## src/hdl/rupc_pkg.sv

```systemverilog
package rupc_pkg;

   localparam int DIST_W   = 9;
   localparam int TICK_W   = 16;
   localparam int REMAIN_W = 26;
   localparam int MS_TO_US = 1000;

   // read_status codes
   localparam logic [1:0] ST_OK         = 2'd0;
   localparam logic [1:0] ST_ECHO_HIGH  = 2'd1;
   localparam logic [1:0] ST_NO_ECHO    = 2'd2;
   localparam logic [1:0] ST_ECHO_LONG  = 2'd3;

   // machine_state codes
   localparam logic [1:0] MS_CYCLE = 2'd1;
   localparam logic [1:0] MS_HOLD  = 2'd2;

   // register indexes (byte address / 4)
   localparam logic [2:0] REG_PAUSE_DIST = 3'd0;
   localparam logic [2:0] REG_PAUSE_TIME = 3'd1;
   localparam logic [2:0] REG_MAX_RANGE  = 3'd2;
   localparam logic [2:0] REG_US_PER_CM  = 3'd3;
   localparam logic [2:0] REG_PING_TMO   = 3'd4;

   typedef struct packed {
      logic [9:0]        hold_dist_cm;  // two's complement, bit 9 set = off
      logic [15:0]       hold_len_ms;
      logic [DIST_W-1:0] max_range_cm;
      logic [7:0]        us_per_cm;
      logic [TICK_W-1:0] ping_timeout_us;
   } cfg_type;

   typedef struct packed {
      logic              trig;
      logic              busy;
      logic              done;
      logic [1:0]        status;
      logic [DIST_W-1:0] distance;
   } ranger_res_type;

   typedef struct packed {
      logic hold_req;
      logic start_req;
      logic active;
   } pause_res_type;

endpackage

```

## src/hdl/rupc_if.sv

```systemverilog
interface rupc_req_if;
   logic       valid;
   logic       ready;
   logic       start_read;
   logic       echo_level;
   logic [1:0] machine_state;

   modport source (output valid, start_read, echo_level, machine_state, input ready);
   modport sink   (input valid, start_read, echo_level, machine_state, output ready);
endinterface

interface rupc_rsp_if;
   logic       valid;
   logic       ready;
   logic       trig_level;
   logic       busy_res;
   logic       reading_done;
   logic [8:0] distance_cm;
   logic [1:0] read_status;
   logic       feed_hold_request;
   logic       cycle_start_request;
   logic       pause_in_effect;

   modport source (output valid, trig_level, busy_res, reading_done, distance_cm,
                   read_status, feed_hold_request, cycle_start_request,
                   pause_in_effect, input ready);
   modport sink   (input valid, trig_level, busy_res, reading_done, distance_cm,
                   read_status, feed_hold_request, cycle_start_request,
                   pause_in_effect, output ready);
endinterface

```

## src/hdl/ultrasonic_ranger_pause_control.sv

```systemverilog
// Echo-ranging controller with obstacle pause.
// req_chan carries one beat per microsecond tick: start_read, the sampled
// echo_level and the machine_state. rsp_chan returns exactly one beat per
// request beat: trigger pin level, busy flag, reading_done pulse with
// distance_cm and read_status, feed-hold / cycle-start request pulses and
// the pause flag.
// A beat's result is registered at the edge that accepts it and is on
// rsp_chan after that edge. Throughput is one beat per cycle while the
// receiver takes results; the state update and result are a single pass of
// logic between the state registers and the result register.
// When the receiver stalls, the result register holds its beat and req_chan
// ready drops until it is taken; ready is high whenever the result register
// is empty or being emptied in the same cycle.
// Synchronous reset returns the ranger to idle, clears the pause timer and
// flags, empties the result register and loads register defaults.
// Registers (APB, byte address 4*i): pause distance, pause time (ms),
// max range (cm), us per cm, ping timeout (us). Write only while idle.
module ultrasonic_ranger_pause_control #(
   parameter int TRIG_LOW_US  = 4,
   parameter int TRIG_HIGH_US = 10
) (
   input  logic        clock,
   input  logic        reset,
   rupc_req_if.sink    req_chan,
   rupc_rsp_if.source  rsp_chan,
   input  logic        psel,
   input  logic        penable,
   input  logic        pwrite,
   input  logic [4:0]  paddr,
   input  logic [31:0] pwdata,
   output logic [31:0] prdata,
   output logic        pready
);
   import rupc_pkg::*;

   cfg_type        cfg;
   ranger_res_type rng_res;
   pause_res_type  pse_res;
   logic           advance;
   logic           rsp_valid_ff, rsp_valid_in;

   logic              trig_ff, busy_ff, done_ff, hold_ff, cstart_ff, active_ff;
   logic [1:0]        status_ff;
   logic [DIST_W-1:0] dist_ff;

   assign req_chan.ready = !rsp_valid_ff || rsp_chan.ready;
   assign advance        = req_chan.valid && req_chan.ready;

   rupc_csr u_csr (
      .clock   (clock),
      .reset   (reset),
      .psel    (psel),
      .penable (penable),
      .pwrite  (pwrite),
      .paddr   (paddr),
      .pwdata  (pwdata),
      .prdata  (prdata),
      .pready  (pready),
      .cfg     (cfg)
   );

   rupc_ranger #(
      .TRIG_LOW_US  (TRIG_LOW_US),
      .TRIG_HIGH_US (TRIG_HIGH_US)
   ) u_ranger (
      .clock      (clock),
      .reset      (reset),
      .advance    (advance),
      .start_read (req_chan.start_read),
      .echo_level (req_chan.echo_level),
      .cfg        (cfg),
      .res        (rng_res)
   );

   rupc_pause u_pause (
      .clock         (clock),
      .reset         (reset),
      .advance       (advance),
      .done          (rng_res.done),
      .distance      (rng_res.distance),
      .machine_state (req_chan.machine_state),
      .cfg           (cfg),
      .res           (pse_res)
   );

   always_comb begin
      rsp_valid_in = rsp_valid_ff;
      if (advance) begin
         rsp_valid_in = 1'b1;
      end else if (rsp_chan.ready) begin
         rsp_valid_in = 1'b0;
      end
   end

   always_ff @(posedge clock) begin
      if (reset) begin
         rsp_valid_ff <= 1'b0;
      end else begin
         rsp_valid_ff <= rsp_valid_in;
      end
   end

   always_ff @(posedge clock) begin
      if (advance) begin
         trig_ff   <= rng_res.trig;
         busy_ff   <= rng_res.busy;
         done_ff   <= rng_res.done;
         status_ff <= rng_res.status;
         dist_ff   <= rng_res.distance;
         hold_ff   <= pse_res.hold_req;
         cstart_ff <= pse_res.start_req;
         active_ff <= pse_res.active;
      end
   end

   assign rsp_chan.valid               = rsp_valid_ff;
   assign rsp_chan.trig_level          = trig_ff;
   assign rsp_chan.busy_res            = busy_ff;
   assign rsp_chan.reading_done        = done_ff;
   assign rsp_chan.distance_cm         = dist_ff;
   assign rsp_chan.read_status         = status_ff;
   assign rsp_chan.feed_hold_request   = hold_ff;
   assign rsp_chan.cycle_start_request = cstart_ff;
   assign rsp_chan.pause_in_effect     = active_ff;

endmodule

```

## src/hdl/rupc_csr.sv

```systemverilog
module rupc_csr (
   input  logic             clock,
   input  logic             reset,
   input  logic             psel,
   input  logic             penable,
   input  logic             pwrite,
   input  logic [4:0]       paddr,
   input  logic [31:0]      pwdata,
   output logic [31:0]      prdata,
   output logic             pready,
   output rupc_pkg::cfg_type cfg
);
   import rupc_pkg::*;

   cfg_type    cfg_ff, cfg_in;
   logic       wr_en;
   logic [2:0] reg_idx;

   assign pready  = 1'b1;
   assign wr_en   = psel & penable & pwrite;
   assign reg_idx = paddr[4:2];
   assign cfg     = cfg_ff;

   always_comb begin
      cfg_in = cfg_ff;
      if (wr_en) begin
         case (reg_idx)
            REG_PAUSE_DIST: cfg_in.hold_dist_cm    = pwdata[9:0];
            REG_PAUSE_TIME: cfg_in.hold_len_ms     = pwdata[15:0];
            REG_MAX_RANGE:  cfg_in.max_range_cm    = pwdata[DIST_W-1:0];
            REG_US_PER_CM:  cfg_in.us_per_cm       = pwdata[7:0];
            REG_PING_TMO:   cfg_in.ping_timeout_us = pwdata[TICK_W-1:0];
            default: ;
         endcase
      end
   end

   always_comb begin
      case (reg_idx)
         REG_PAUSE_DIST: prdata = {{22{cfg_ff.hold_dist_cm[9]}},
                                   cfg_ff.hold_dist_cm};
         REG_PAUSE_TIME: prdata = {16'd0, cfg_ff.hold_len_ms};
         REG_MAX_RANGE:  prdata = {{(32-DIST_W){1'b0}}, cfg_ff.max_range_cm};
         REG_US_PER_CM:  prdata = {24'd0, cfg_ff.us_per_cm};
         REG_PING_TMO:   prdata = {{(32-TICK_W){1'b0}}, cfg_ff.ping_timeout_us};
         default:        prdata = 32'd0;
      endcase
   end

   always_ff @(posedge clock) begin
      if (reset) begin
         cfg_ff.hold_dist_cm    <= 10'h3FF;
         cfg_ff.hold_len_ms     <= 16'd0;
         cfg_ff.max_range_cm    <= 9'd100;
         cfg_ff.us_per_cm       <= 8'd58;
         cfg_ff.ping_timeout_us <= 16'd6000;
      end else begin
         cfg_ff <= cfg_in;
      end
   end

endmodule

```

## src/hdl/rupc_ranger.sv

```systemverilog
module rupc_ranger #(
   parameter int TRIG_LOW_US  = 4,
   parameter int TRIG_HIGH_US = 10
) (
   input  logic                     clock,
   input  logic                     reset,
   input  logic                     advance,
   input  logic                     start_read,
   input  logic                     echo_level,
   input  rupc_pkg::cfg_type        cfg,
   output rupc_pkg::ranger_res_type res
);
   import rupc_pkg::*;

   localparam logic [2:0] PH_IDLE  = 3'd0;
   localparam logic [2:0] PH_TLOW  = 3'd1;
   localparam logic [2:0] PH_THIGH = 3'd2;
   localparam logic [2:0] PH_WAIT  = 3'd3;
   localparam logic [2:0] PH_MEAS  = 3'd4;

   logic [2:0]        phase_ff, phase_in;
   logic [TICK_W-1:0] ticks_ff, ticks_in, ticks_inc;
   logic [7:0]        sub_ff, sub_in, sub_inc, upc;
   logic [DIST_W-1:0] cm_ff, cm_in, cm_inc;
   logic [DIST_W-1:0] dist_ff, dist_in;
   logic              trig, done;
   logic [1:0]        status;

   assign ticks_inc = ticks_ff + TICK_W'(1);
   assign sub_inc   = sub_ff + 8'd1;
   assign cm_inc    = cm_ff + DIST_W'(1);
   assign upc       = (cfg.us_per_cm == 8'd0) ? 8'd1 : cfg.us_per_cm;

   always_comb begin
      phase_in = phase_ff;
      ticks_in = ticks_ff;
      sub_in   = sub_ff;
      cm_in    = cm_ff;
      dist_in  = dist_ff;
      trig     = 1'b0;
      done     = 1'b0;
      status   = ST_OK;

      case (phase_ff)
         PH_TLOW: begin
            ticks_in = ticks_inc;
            if (ticks_inc >= TICK_W'(TRIG_LOW_US)) begin
               phase_in = PH_THIGH;
               ticks_in = '0;
            end
         end
         PH_THIGH: begin
            trig     = 1'b1;
            ticks_in = ticks_inc;
            if (ticks_inc >= TICK_W'(TRIG_HIGH_US)) begin
               phase_in = PH_WAIT;
               ticks_in = '0;
            end
         end
         PH_WAIT: begin
            if (echo_level) begin
               // echo still high from an earlier ping on the first wait tick
               if (ticks_ff == '0) begin
                  done   = 1'b1;
                  status = ST_ECHO_HIGH;
               end else begin
                  phase_in = PH_MEAS;
                  ticks_in = '0;
                  sub_in   = '0;
                  cm_in    = '0;
               end
            end else begin
               ticks_in = ticks_inc;
               if (ticks_inc >= cfg.ping_timeout_us || ticks_inc == '0) begin
                  done   = 1'b1;
                  status = ST_NO_ECHO;
               end
            end
         end
         PH_MEAS: begin
            if (echo_level) begin
               if (sub_inc >= upc) begin
                  sub_in = '0;
                  cm_in  = cm_inc;
               end else begin
                  sub_in = sub_inc;
               end
               if (cm_in >= cfg.max_range_cm) begin
                  done   = 1'b1;
                  status = ST_ECHO_LONG;
               end
            end else begin
               done = 1'b1;
            end
         end
         default: begin
            phase_in = PH_IDLE;
            if (start_read) begin
               phase_in = PH_TLOW;
               ticks_in = '0;
            end
         end
      endcase

      if (done) begin
         dist_in  = (status == ST_OK) ? cm_in : cfg.max_range_cm;
         phase_in = PH_IDLE;
         ticks_in = '0;
         sub_in   = '0;
         cm_in    = '0;
      end
   end

   assign res.trig     = trig;
   assign res.busy     = (phase_in != PH_IDLE);
   assign res.done     = done;
   assign res.status   = status;
   assign res.distance = dist_in;

   always_ff @(posedge clock) begin
      if (reset) begin
         phase_ff <= PH_IDLE;
         ticks_ff <= '0;
         sub_ff   <= '0;
         cm_ff    <= '0;
         dist_ff  <= '0;
      end else if (advance) begin
         phase_ff <= phase_in;
         ticks_ff <= ticks_in;
         sub_ff   <= sub_in;
         cm_ff    <= cm_in;
         dist_ff  <= dist_in;
      end
   end

endmodule

```

## src/hdl/rupc_pause.sv

```systemverilog
module rupc_pause (
   input  logic                        clock,
   input  logic                        reset,
   input  logic                        advance,
   input  logic                        done,
   input  logic [rupc_pkg::DIST_W-1:0] distance,
   input  logic [1:0]                  machine_state,
   input  rupc_pkg::cfg_type           cfg,
   output rupc_pkg::pause_res_type     res
);
   import rupc_pkg::*;

   logic                active_ff, active_in;
   logic                sched_ff, sched_in;
   logic [REMAIN_W-1:0] remain_ff, remain_in, load;
   logic                expired, near, hold_req, start_req;

   assign load    = REMAIN_W'(cfg.hold_len_ms) * REMAIN_W'(MS_TO_US);
   // timer must already read zero at the start of the tick
   assign expired = sched_ff && (remain_ff == '0);
   assign near    = !cfg.hold_dist_cm[9] &&
                    (distance <= cfg.hold_dist_cm[DIST_W-1:0]);

   always_comb begin
      active_in = active_ff;
      sched_in  = sched_ff;
      remain_in = (remain_ff == '0) ? '0 : remain_ff - REMAIN_W'(1);
      hold_req  = 1'b0;
      start_req = 1'b0;

      if (done) begin
         if (machine_state == MS_CYCLE) begin
            if (near) begin
               hold_req  = 1'b1;
               active_in = 1'b1;
            end
         end else if (machine_state == MS_HOLD) begin
            if (active_ff && !sched_ff) begin
               sched_in  = 1'b1;
               remain_in = load;
            end else if (active_ff && expired) begin
               sched_in = 1'b0;
               if (near) begin
                  sched_in  = 1'b1;
                  remain_in = load;
               end else begin
                  active_in = 1'b0;
                  start_req = 1'b1;
               end
            end
         end
      end
   end

   assign res.hold_req  = hold_req;
   assign res.start_req = start_req;
   assign res.active    = active_in;

   always_ff @(posedge clock) begin
      if (reset) begin
         active_ff <= 1'b0;
         sched_ff  <= 1'b0;
         remain_ff <= '0;
      end else if (advance) begin
         active_ff <= active_in;
         sched_ff  <= sched_in;
         remain_ff <= remain_in;
      end
   end

endmodule

```

## src/flat_wrapper.sv

```systemverilog
// flat-port wrapper written by rule: the top's interface ports become plain ports
module ultrasonic_ranger_pause_control_flat import rupc_pkg::*;
#(
   parameter int TRIG_LOW_US  = 4,
   parameter int TRIG_HIGH_US = 10
)
  (clock, reset, psel, penable, pwrite, paddr, pwdata, prdata, pready, req_chan_valid, req_chan_start_read, req_chan_echo_level, req_chan_machine_state, req_chan_ready, rsp_chan_valid, rsp_chan_trig_level, rsp_chan_busy_res, rsp_chan_reading_done, rsp_chan_distance_cm, rsp_chan_read_status, rsp_chan_feed_hold_request, rsp_chan_cycle_start_request, rsp_chan_pause_in_effect, rsp_chan_ready);
  rupc_req_if req_chan_i ();
  rupc_rsp_if rsp_chan_i ();
  input  logic clock;
  input  logic reset;
  input  logic psel;
  input  logic penable;
  input  logic pwrite;
  input  logic [4:0] paddr;
  input  logic [31:0] pwdata;
  output logic [31:0] prdata;
  output logic pready;
  input wire logic [$bits(req_chan_i.valid)-1:0] req_chan_valid;
  input wire logic [$bits(req_chan_i.start_read)-1:0] req_chan_start_read;
  input wire logic [$bits(req_chan_i.echo_level)-1:0] req_chan_echo_level;
  input wire logic [$bits(req_chan_i.machine_state)-1:0] req_chan_machine_state;
  output wire logic [$bits(req_chan_i.ready)-1:0] req_chan_ready;
  output wire logic [$bits(rsp_chan_i.valid)-1:0] rsp_chan_valid;
  output wire logic [$bits(rsp_chan_i.trig_level)-1:0] rsp_chan_trig_level;
  output wire logic [$bits(rsp_chan_i.busy_res)-1:0] rsp_chan_busy_res;
  output wire logic [$bits(rsp_chan_i.reading_done)-1:0] rsp_chan_reading_done;
  output wire logic [$bits(rsp_chan_i.distance_cm)-1:0] rsp_chan_distance_cm;
  output wire logic [$bits(rsp_chan_i.read_status)-1:0] rsp_chan_read_status;
  output wire logic [$bits(rsp_chan_i.feed_hold_request)-1:0] rsp_chan_feed_hold_request;
  output wire logic [$bits(rsp_chan_i.cycle_start_request)-1:0] rsp_chan_cycle_start_request;
  output wire logic [$bits(rsp_chan_i.pause_in_effect)-1:0] rsp_chan_pause_in_effect;
  input wire logic [$bits(rsp_chan_i.ready)-1:0] rsp_chan_ready;
  assign req_chan_i.valid = req_chan_valid;
  assign req_chan_i.start_read = req_chan_start_read;
  assign req_chan_i.echo_level = req_chan_echo_level;
  assign req_chan_i.machine_state = req_chan_machine_state;
  assign req_chan_ready = req_chan_i.ready;
  assign rsp_chan_valid = rsp_chan_i.valid;
  assign rsp_chan_trig_level = rsp_chan_i.trig_level;
  assign rsp_chan_busy_res = rsp_chan_i.busy_res;
  assign rsp_chan_reading_done = rsp_chan_i.reading_done;
  assign rsp_chan_distance_cm = rsp_chan_i.distance_cm;
  assign rsp_chan_read_status = rsp_chan_i.read_status;
  assign rsp_chan_feed_hold_request = rsp_chan_i.feed_hold_request;
  assign rsp_chan_cycle_start_request = rsp_chan_i.cycle_start_request;
  assign rsp_chan_pause_in_effect = rsp_chan_i.pause_in_effect;
  assign rsp_chan_i.ready = rsp_chan_ready;
  ultrasonic_ranger_pause_control #(.TRIG_LOW_US(TRIG_LOW_US), .TRIG_HIGH_US(TRIG_HIGH_US)) u_core (.clock(clock), .reset(reset), .req_chan(req_chan_i), .rsp_chan(rsp_chan_i), .psel(psel), .penable(penable), .pwrite(pwrite), .paddr(paddr), .pwdata(pwdata), .prdata(prdata), .pready(pready));
endmodule
```

## config.mk

```make
export PLATFORM = sky130hd
export DESIGN_NAME = ultrasonic_ranger_pause_control_flat
export DESIGN_NICKNAME = d
export VERILOG_FILES = /design/src/hdl/rupc_pkg.sv /design/src/hdl/rupc_if.sv /design/src/hdl/ultrasonic_ranger_pause_control.sv /design/src/hdl/rupc_csr.sv /design/src/hdl/rupc_ranger.sv /design/src/hdl/rupc_pause.sv /design/src/flat_wrapper.sv
export SDC_FILE = /design/constraint.sdc
export NUM_CORES = 1
export LEC_CHECK = 0
export BUFFER_PORTS_ARGS = -buffer_cell sky130_fd_sc_hd__buf_2
export CELL_PAD_IN_SITES_DETAIL_PLACEMENT = 0
export CELL_PAD_IN_SITES_GLOBAL_PLACEMENT = 2
export CORE_ASPECT_RATIO = 1.75
export CORE_UTILIZATION = 38
export CTS_CLUSTER_DIAMETER = 30
export CTS_CLUSTER_SIZE = 8
export DETAILED_ROUTE_END_ITERATION = 8
export PLACE_DENSITY = 0.9
export SYNTH_ARGS = -nofsm -noshare
export SYNTH_HDL_FRONTEND = slang
export SYNTH_SLANG_ARGS = --single-unit
```

## constraint.sdc

```tcl
create_clock -name clock -period 10.07 [get_ports clock]
set_input_delay 0.5035 -clock clock [delete_from_list [all_inputs] [get_ports clock]]
set_output_delay 0.5035 -clock clock [all_outputs]
set_load 0.01 [all_outputs]
```

; ---- After elaboration in Yosys (flattened, before gate mapping)
; Index checks and enable logic that the tools add are counted.
[totals]
word_cells = 150
in_bits = 48
ff_bits = 150
out_inout_bits = 52
[classes]
reduce_logical = 31
n_lt_le_gt_ge = 6
mux = 65
n_addsub = 4
mul = 1
bitwise_logic = 6
n_eq_ne = 15
[op_table]
columns = cell, count
row1 = 26-bit two-way mux, 7
row2 = 32-bit one-hot mux with 5 select lines, 1
row3 = 16-bit two-way mux, 6
row4 = 9-bit two-way mux, 9
row5 = 16-bit one-hot mux with 4 select lines, 1
row6 = 8-bit two-way mux, 6
row7 = 16-bit zero test, 2
row8 = 26-bit zero test, 1
row9 = "26-bit by 1-bit subtractor with 26-bit output, second input constant", 1
row10 = "16-bit by 7-bit multiplier with 23-bit output, second input constant", 1
row11 = 1-bit two-way mux, 21
row12 = 9-bit one-hot mux with 2 select lines, 1
row13 = "16-bit by 1-bit adder with 16-bit output, second input constant", 1
row14 = 16-bit greater-or-equal comparator, 1
row15 = "16-bit by 3-bit greater-or-equal comparator with 1-bit output, second input constant", 1
row16 = "16-bit by 4-bit greater-or-equal comparator with 1-bit output, second input constant", 1
row17 = 8-bit one-hot mux with 2 select lines, 1
row18 = 3-bit two-way mux, 5
row19 = "3-bit by 2-bit equality test with 1-bit output, second input constant", 4
row20 = 3-bit one-hot mux with 4 select lines, 1
row21 = 2-bit AND reduction, 6
row22 = 5-bit AND reduction, 2
row23 = "9-bit by 1-bit adder with 9-bit output, second input constant", 1
row24 = 9-bit greater-or-equal comparator, 1
row25 = other kinds (26), 46

; ---- Logic depth before layout (Yosys ltp)
[depth]
depth_word = 21
depth_mapped = 34
ltp_nobuf = 31

; ---- Modules after synthesis
; A second synthesis with hierarchy kept.
[unflattened]
cells_unflattened = 1467
hier_area_um2 = 12639.6
[modules_own_cells]
columns = mod, instances, cells_each, area_per_inst_um2, seq_area_each_um2
row1 = rupc_pause, 1, 568, 4793.3, 560.5
row2 = rupc_ranger, 1, 548, 4255.3, 900.9
row3 = rupc_csr, 1, 329, 3025.4, 1181.1
row4 = ultrasonic_ranger_pause_control, 1, 22, 565.5, 530.5

; ---- Worst setup path after synthesis
; No wires, ideal clock.
[synth_path]
path_type = flip-flop to flip-flop
start = reg u_core.u_ranger.sub_ff[0]
end = reg u_core.u_pause.remain_ff[14]
required_time_ps = 9982
arrival_ps = 5938
n_path_buf = 3
setup_slack_ps = 4044
setup_ps = 88
period_less_slack_ps = 6026
path_stages_with_launch = 34
path_cell_list = dfxtp_1 ha_1 nand3_1 xnor2_1 ha_1 nand3_1 o21ai_0 o21a_1 nand2_1 nor3_1 xor2_1 ha_1 nand4_1 nor2_1 nor4_1 a21oi_1 a21oi_1 nor2_1 or2_1 buf_4 mux2i_1 o21ai_0 ha_1 nor2b_1 o21ai_0 a21oi_1 o41ai_1 a21oi_1 a211oi_1 and2_1 buf_4 buf_6 nand2_1 a311oi_2
[synth_lines]
columns = element, line_no
row1 = "start, declared", rupc_ranger.sv:23  ; logic [7:0] sub_ff, sub_in, sub_inc, upc;
row2 = "start signal, assigned", rupc_ranger.sv:130  ; sub_ff <= sub_in;
row3 = "end signal, assigned", rupc_pause.sv:67  ; remain_ff <= remain_in;
row4 = "end, declared", rupc_pause.sv:15  ; logic [REMAIN_W-1:0] remain_ff, remain_in, load;

==> metrics.yaml <==
switching_share_pct: 29.58
p_int_w: 0.001063
syn_area_um2: 11820
gp_congestion: 0.8824
crit_type: "flop to flop"
num_vias: 10202
worstPathArrival_ns: 8.20
start_util_pct: 38.58
pwr-share-seq_pct: 42.4
avgSynthCellArea_um2: 8.351
wl_per_cell_um: 18.41
setup_ws_ns: 2.243
cp.required_ns: 10.44
fin_nets: 1640
dieArea_um2: 31830
die_y_um: 235.3
switching_power_w: 0.0004465
ant_nets: 0
grt_max_degree: 55
pwr_density_cell_nw_per_um2: 116.6
synth-edff-count: 17
synth_xor_area_share_pct: 4.225
via_per_inst: 5.539
hold_slack_ns: 0.2942
synth_top_family_by_area: "simple AND/OR/NAND/NOR gates"
max_stage_delay_ns: 0.59
p_comb_share_pct: 15.3
muxShareOfSynthArea_pct: 3.208
first_global_vias: 10185
post_cts_resized: 0
yosys_warnings: 0
yosys_register_bits: 150
period_minus_slack_ns: 7.827
dieWidth_um: 135.3
period_share_pct: 77.73
outcome: "finished clean"
synth_ff_type: "dfxtp_1"
hold_viol: 0
slew-limit-headroom_pct: 25.84
drt-total-wl_mm: 33.92
leakage_nw: 5.859
ys_types: 83
path_clk_slew_ns: 0.07
ir_drop_uv: 117.9
yosys.area_share.simple_pct: 19.83
cp-start-kind: "flop"
first_pass_iters: 4
cts.sinks: 150
synth_cells: 1415
power_w: 0.001510
clockBufferDepth: 2
syn_nets: 1617
setup_tns_ns: 0
maxCapViolCount: 0
crit_fanout: 12
cp_slowest_cell: "o21ai_1"
synth_top_cells_by_area: "dfxtp_1 23%, ha_1 11%, fa_1 9.1%"
postCtsSetupBuffers: 0
dp_slack_ns: 2.232
cpMostUsedCell: "a21oi_1"
areaGrowthSynthToFinish_pct: 9.604
insertion_delay_ns: 0.45
antenna_found_initial: 0
drv_slew: 0
ys_seq_area_share_pct: 26.85
rsz0062_at_grt: "false"
io_buffers: 80
remaining_drc_errors: 0
drt-initial-drc-count: 465
max_freq_mhz: 127.8
htree_num_levels: 4
grt_overflow: 0
layout-drive-gt1-share_pct: 11.37
clock-skew-final_ns: 0.01377
clock_power_share_pct: 42.3
synthAdderAreaFrac_pct: 19.74
synth_common_cells: "185 x nand2_1, 133 x dfxtp_1, 104 x nor2_1, 102 x a21oi_1, 100 x ha_1"
core_um2: 30630
postCtsHoldBufs: 0
grt_pass1_wl_mm: 54.29
placed_cell_area_um2: 12380
worst_pin_slew_ns: 1.108
yosysTopAreaCell: "dfxtp_1"
nFillCells: 3146
io-pin-count: 100
cts-root-buf: "clkbuf_16"
finalSetupViolCount: 0
hold_class: "input port to flop"
end_kind: "flop"
async_reset_ff_share_pct: 0
synth_compound_area_share_pct: 19.66
synthMostInstantiatedCell: "nand2_1"
dp_hpwl_mm: 26.57
design_area_um2: 12950
insertedDiodeCount: 0
grt_usage_pct: 22.19
rows: 85
numCtsBuffers: 17
synth_top_area_share_pct: 22.53
cts_tree: "yes"
[logic make-up (layout without fill, tap and decap cells)]
kind of cell,count (synthesis),in the layout
AO/OA/AOI/OAI,352,352
flip-flops,150,150
multiplexers,37,37
AND/OR/NAND/NOR,488,488
XOR/XNOR,57,57
other,1,1
adder cells (fa/ha/maj),154,154
buffers and inverters,176,212
[power by group through the flow]
stage,Combinational (W),Sequential [W],Clock [W]
2_1_floorplan,0.000164,0.000651,0
3_3_place_gp,0.000229,0.000653,0
3_5_place_dp,0.000232,0.000653,0
4_1_cts,0.000233,0.000640,0.000654
5_1_grt,0.000256,0.000643,0.000677
6_report,0.000231,0.000640,0.000638
[placed cells by master, fill, tap and decap left out, types with 16 or more instances in the layout]
master,count
a21o_1,19
a21oi_1,102
a22oi_1,23
a31oi_1,18
buf_2,80
clkbuf_16,18
dfxtp_1,133
edfxtp_1,17
fa_1,54
ha_1,100
inv_1,87
mux2i_1,33
nand2_1,185
nand3_1,50
nor2_1,104
nor3_1,27
o211ai_1,23
o21ai_0,60
o22ai_1,16
or3_1,19
xnor2_1,31
xor2_1,26
[worst max-delay path: cells and delay by family, from the launching register on]
| family | cells | cell delay (ns) |
|---|---|---|
| AOI/OAI and AO/OA | 17 | 3.72 |
| xor gates and xnor gates | 1 | 0.16 |
| adders and majority gates | 3 | 0.84 |
| buffers and inverters | 1 | 0.24 |
| DFF | 1 | 0.36 |
| muxes | 1 | 0.20 |
| and+or+nand+nor | 8 | 2.23 |
[cell type report]
| type | instances | area, µm² | area share, % |
|---|---|---|---|
| inverters | 89 | 334.1 | 2.579 |
| flip-flops and latches | 150 | 3173 | 24.50 |
| repair buffers | 91 | 483.0 | 3.729 |
| well taps | 391 | 489.2 | 3.777 |
| clock inverters | 14 | 121.4 | 0.9371 |
| multi-input cells | 1089 | 7900 | 61.00 |
| clock buffers | 18 | 450.4 | 3.478 |
[sequential cells by signal, indices dropped and copies added, names as in the netlist, 2 cells and up]
name and count:
u_core.u_csr.cfg 59, u_core.rsp_chan.read_status 2, u_core.u_ranger.cm_ff 9, u_core.u_ranger.sub_ff 8, u_core.u_pause.remain_ff 26, u_core.u_ranger.phase_ff 3
u_core.u_ranger.dist_ff 9, u_core.u_ranger.ticks_ff 16, u_core.rsp_chan.distance_cm 9
[routing by layer]
metal	vias up	global-route usage, %	routed length (µm)
met5	-	0	0
met4	0	11.99	1736
met3	73	3.101	915
met2	191	41.90	18460
met1	4868	22.97	12800
li1	5070	-	-
[through the flow]
stage,std cells,util [%]
after floorplan,1415,-
after global placement,1810,40.42
after detailed placement,1810,40.42
after CTS,1842,42.28
after global routing,1842,42.28
final,1842,42.28
[path summary, 6_finish.rpt]
path	start	to	slack [ns]	cells past startpoint
max	u_core.u_csr.cfg[21]$_SDFFE_PP1P_	u_core.u_pause.remain_ff[24]$_SDFFE_PP0P_	2.24	31
min	req_chan_valid	u_core.rsp_chan.valid$_SDFFE_PP0P_	0.29	3
max reg2reg	u_core.u_csr.cfg[21]$_SDFFE_PP1P_	u_core.u_pause.remain_ff[24]$_SDFFE_PP0P_	2.24	31
min reg2reg	u_core.u_pause.remain_ff[0]$_SDFFE_PP0P_	u_core.u_pause.remain_ff[0]$_SDFFE_PP0P_	0.47	2
Note: power is estimated with default switching activity, not from simulation.
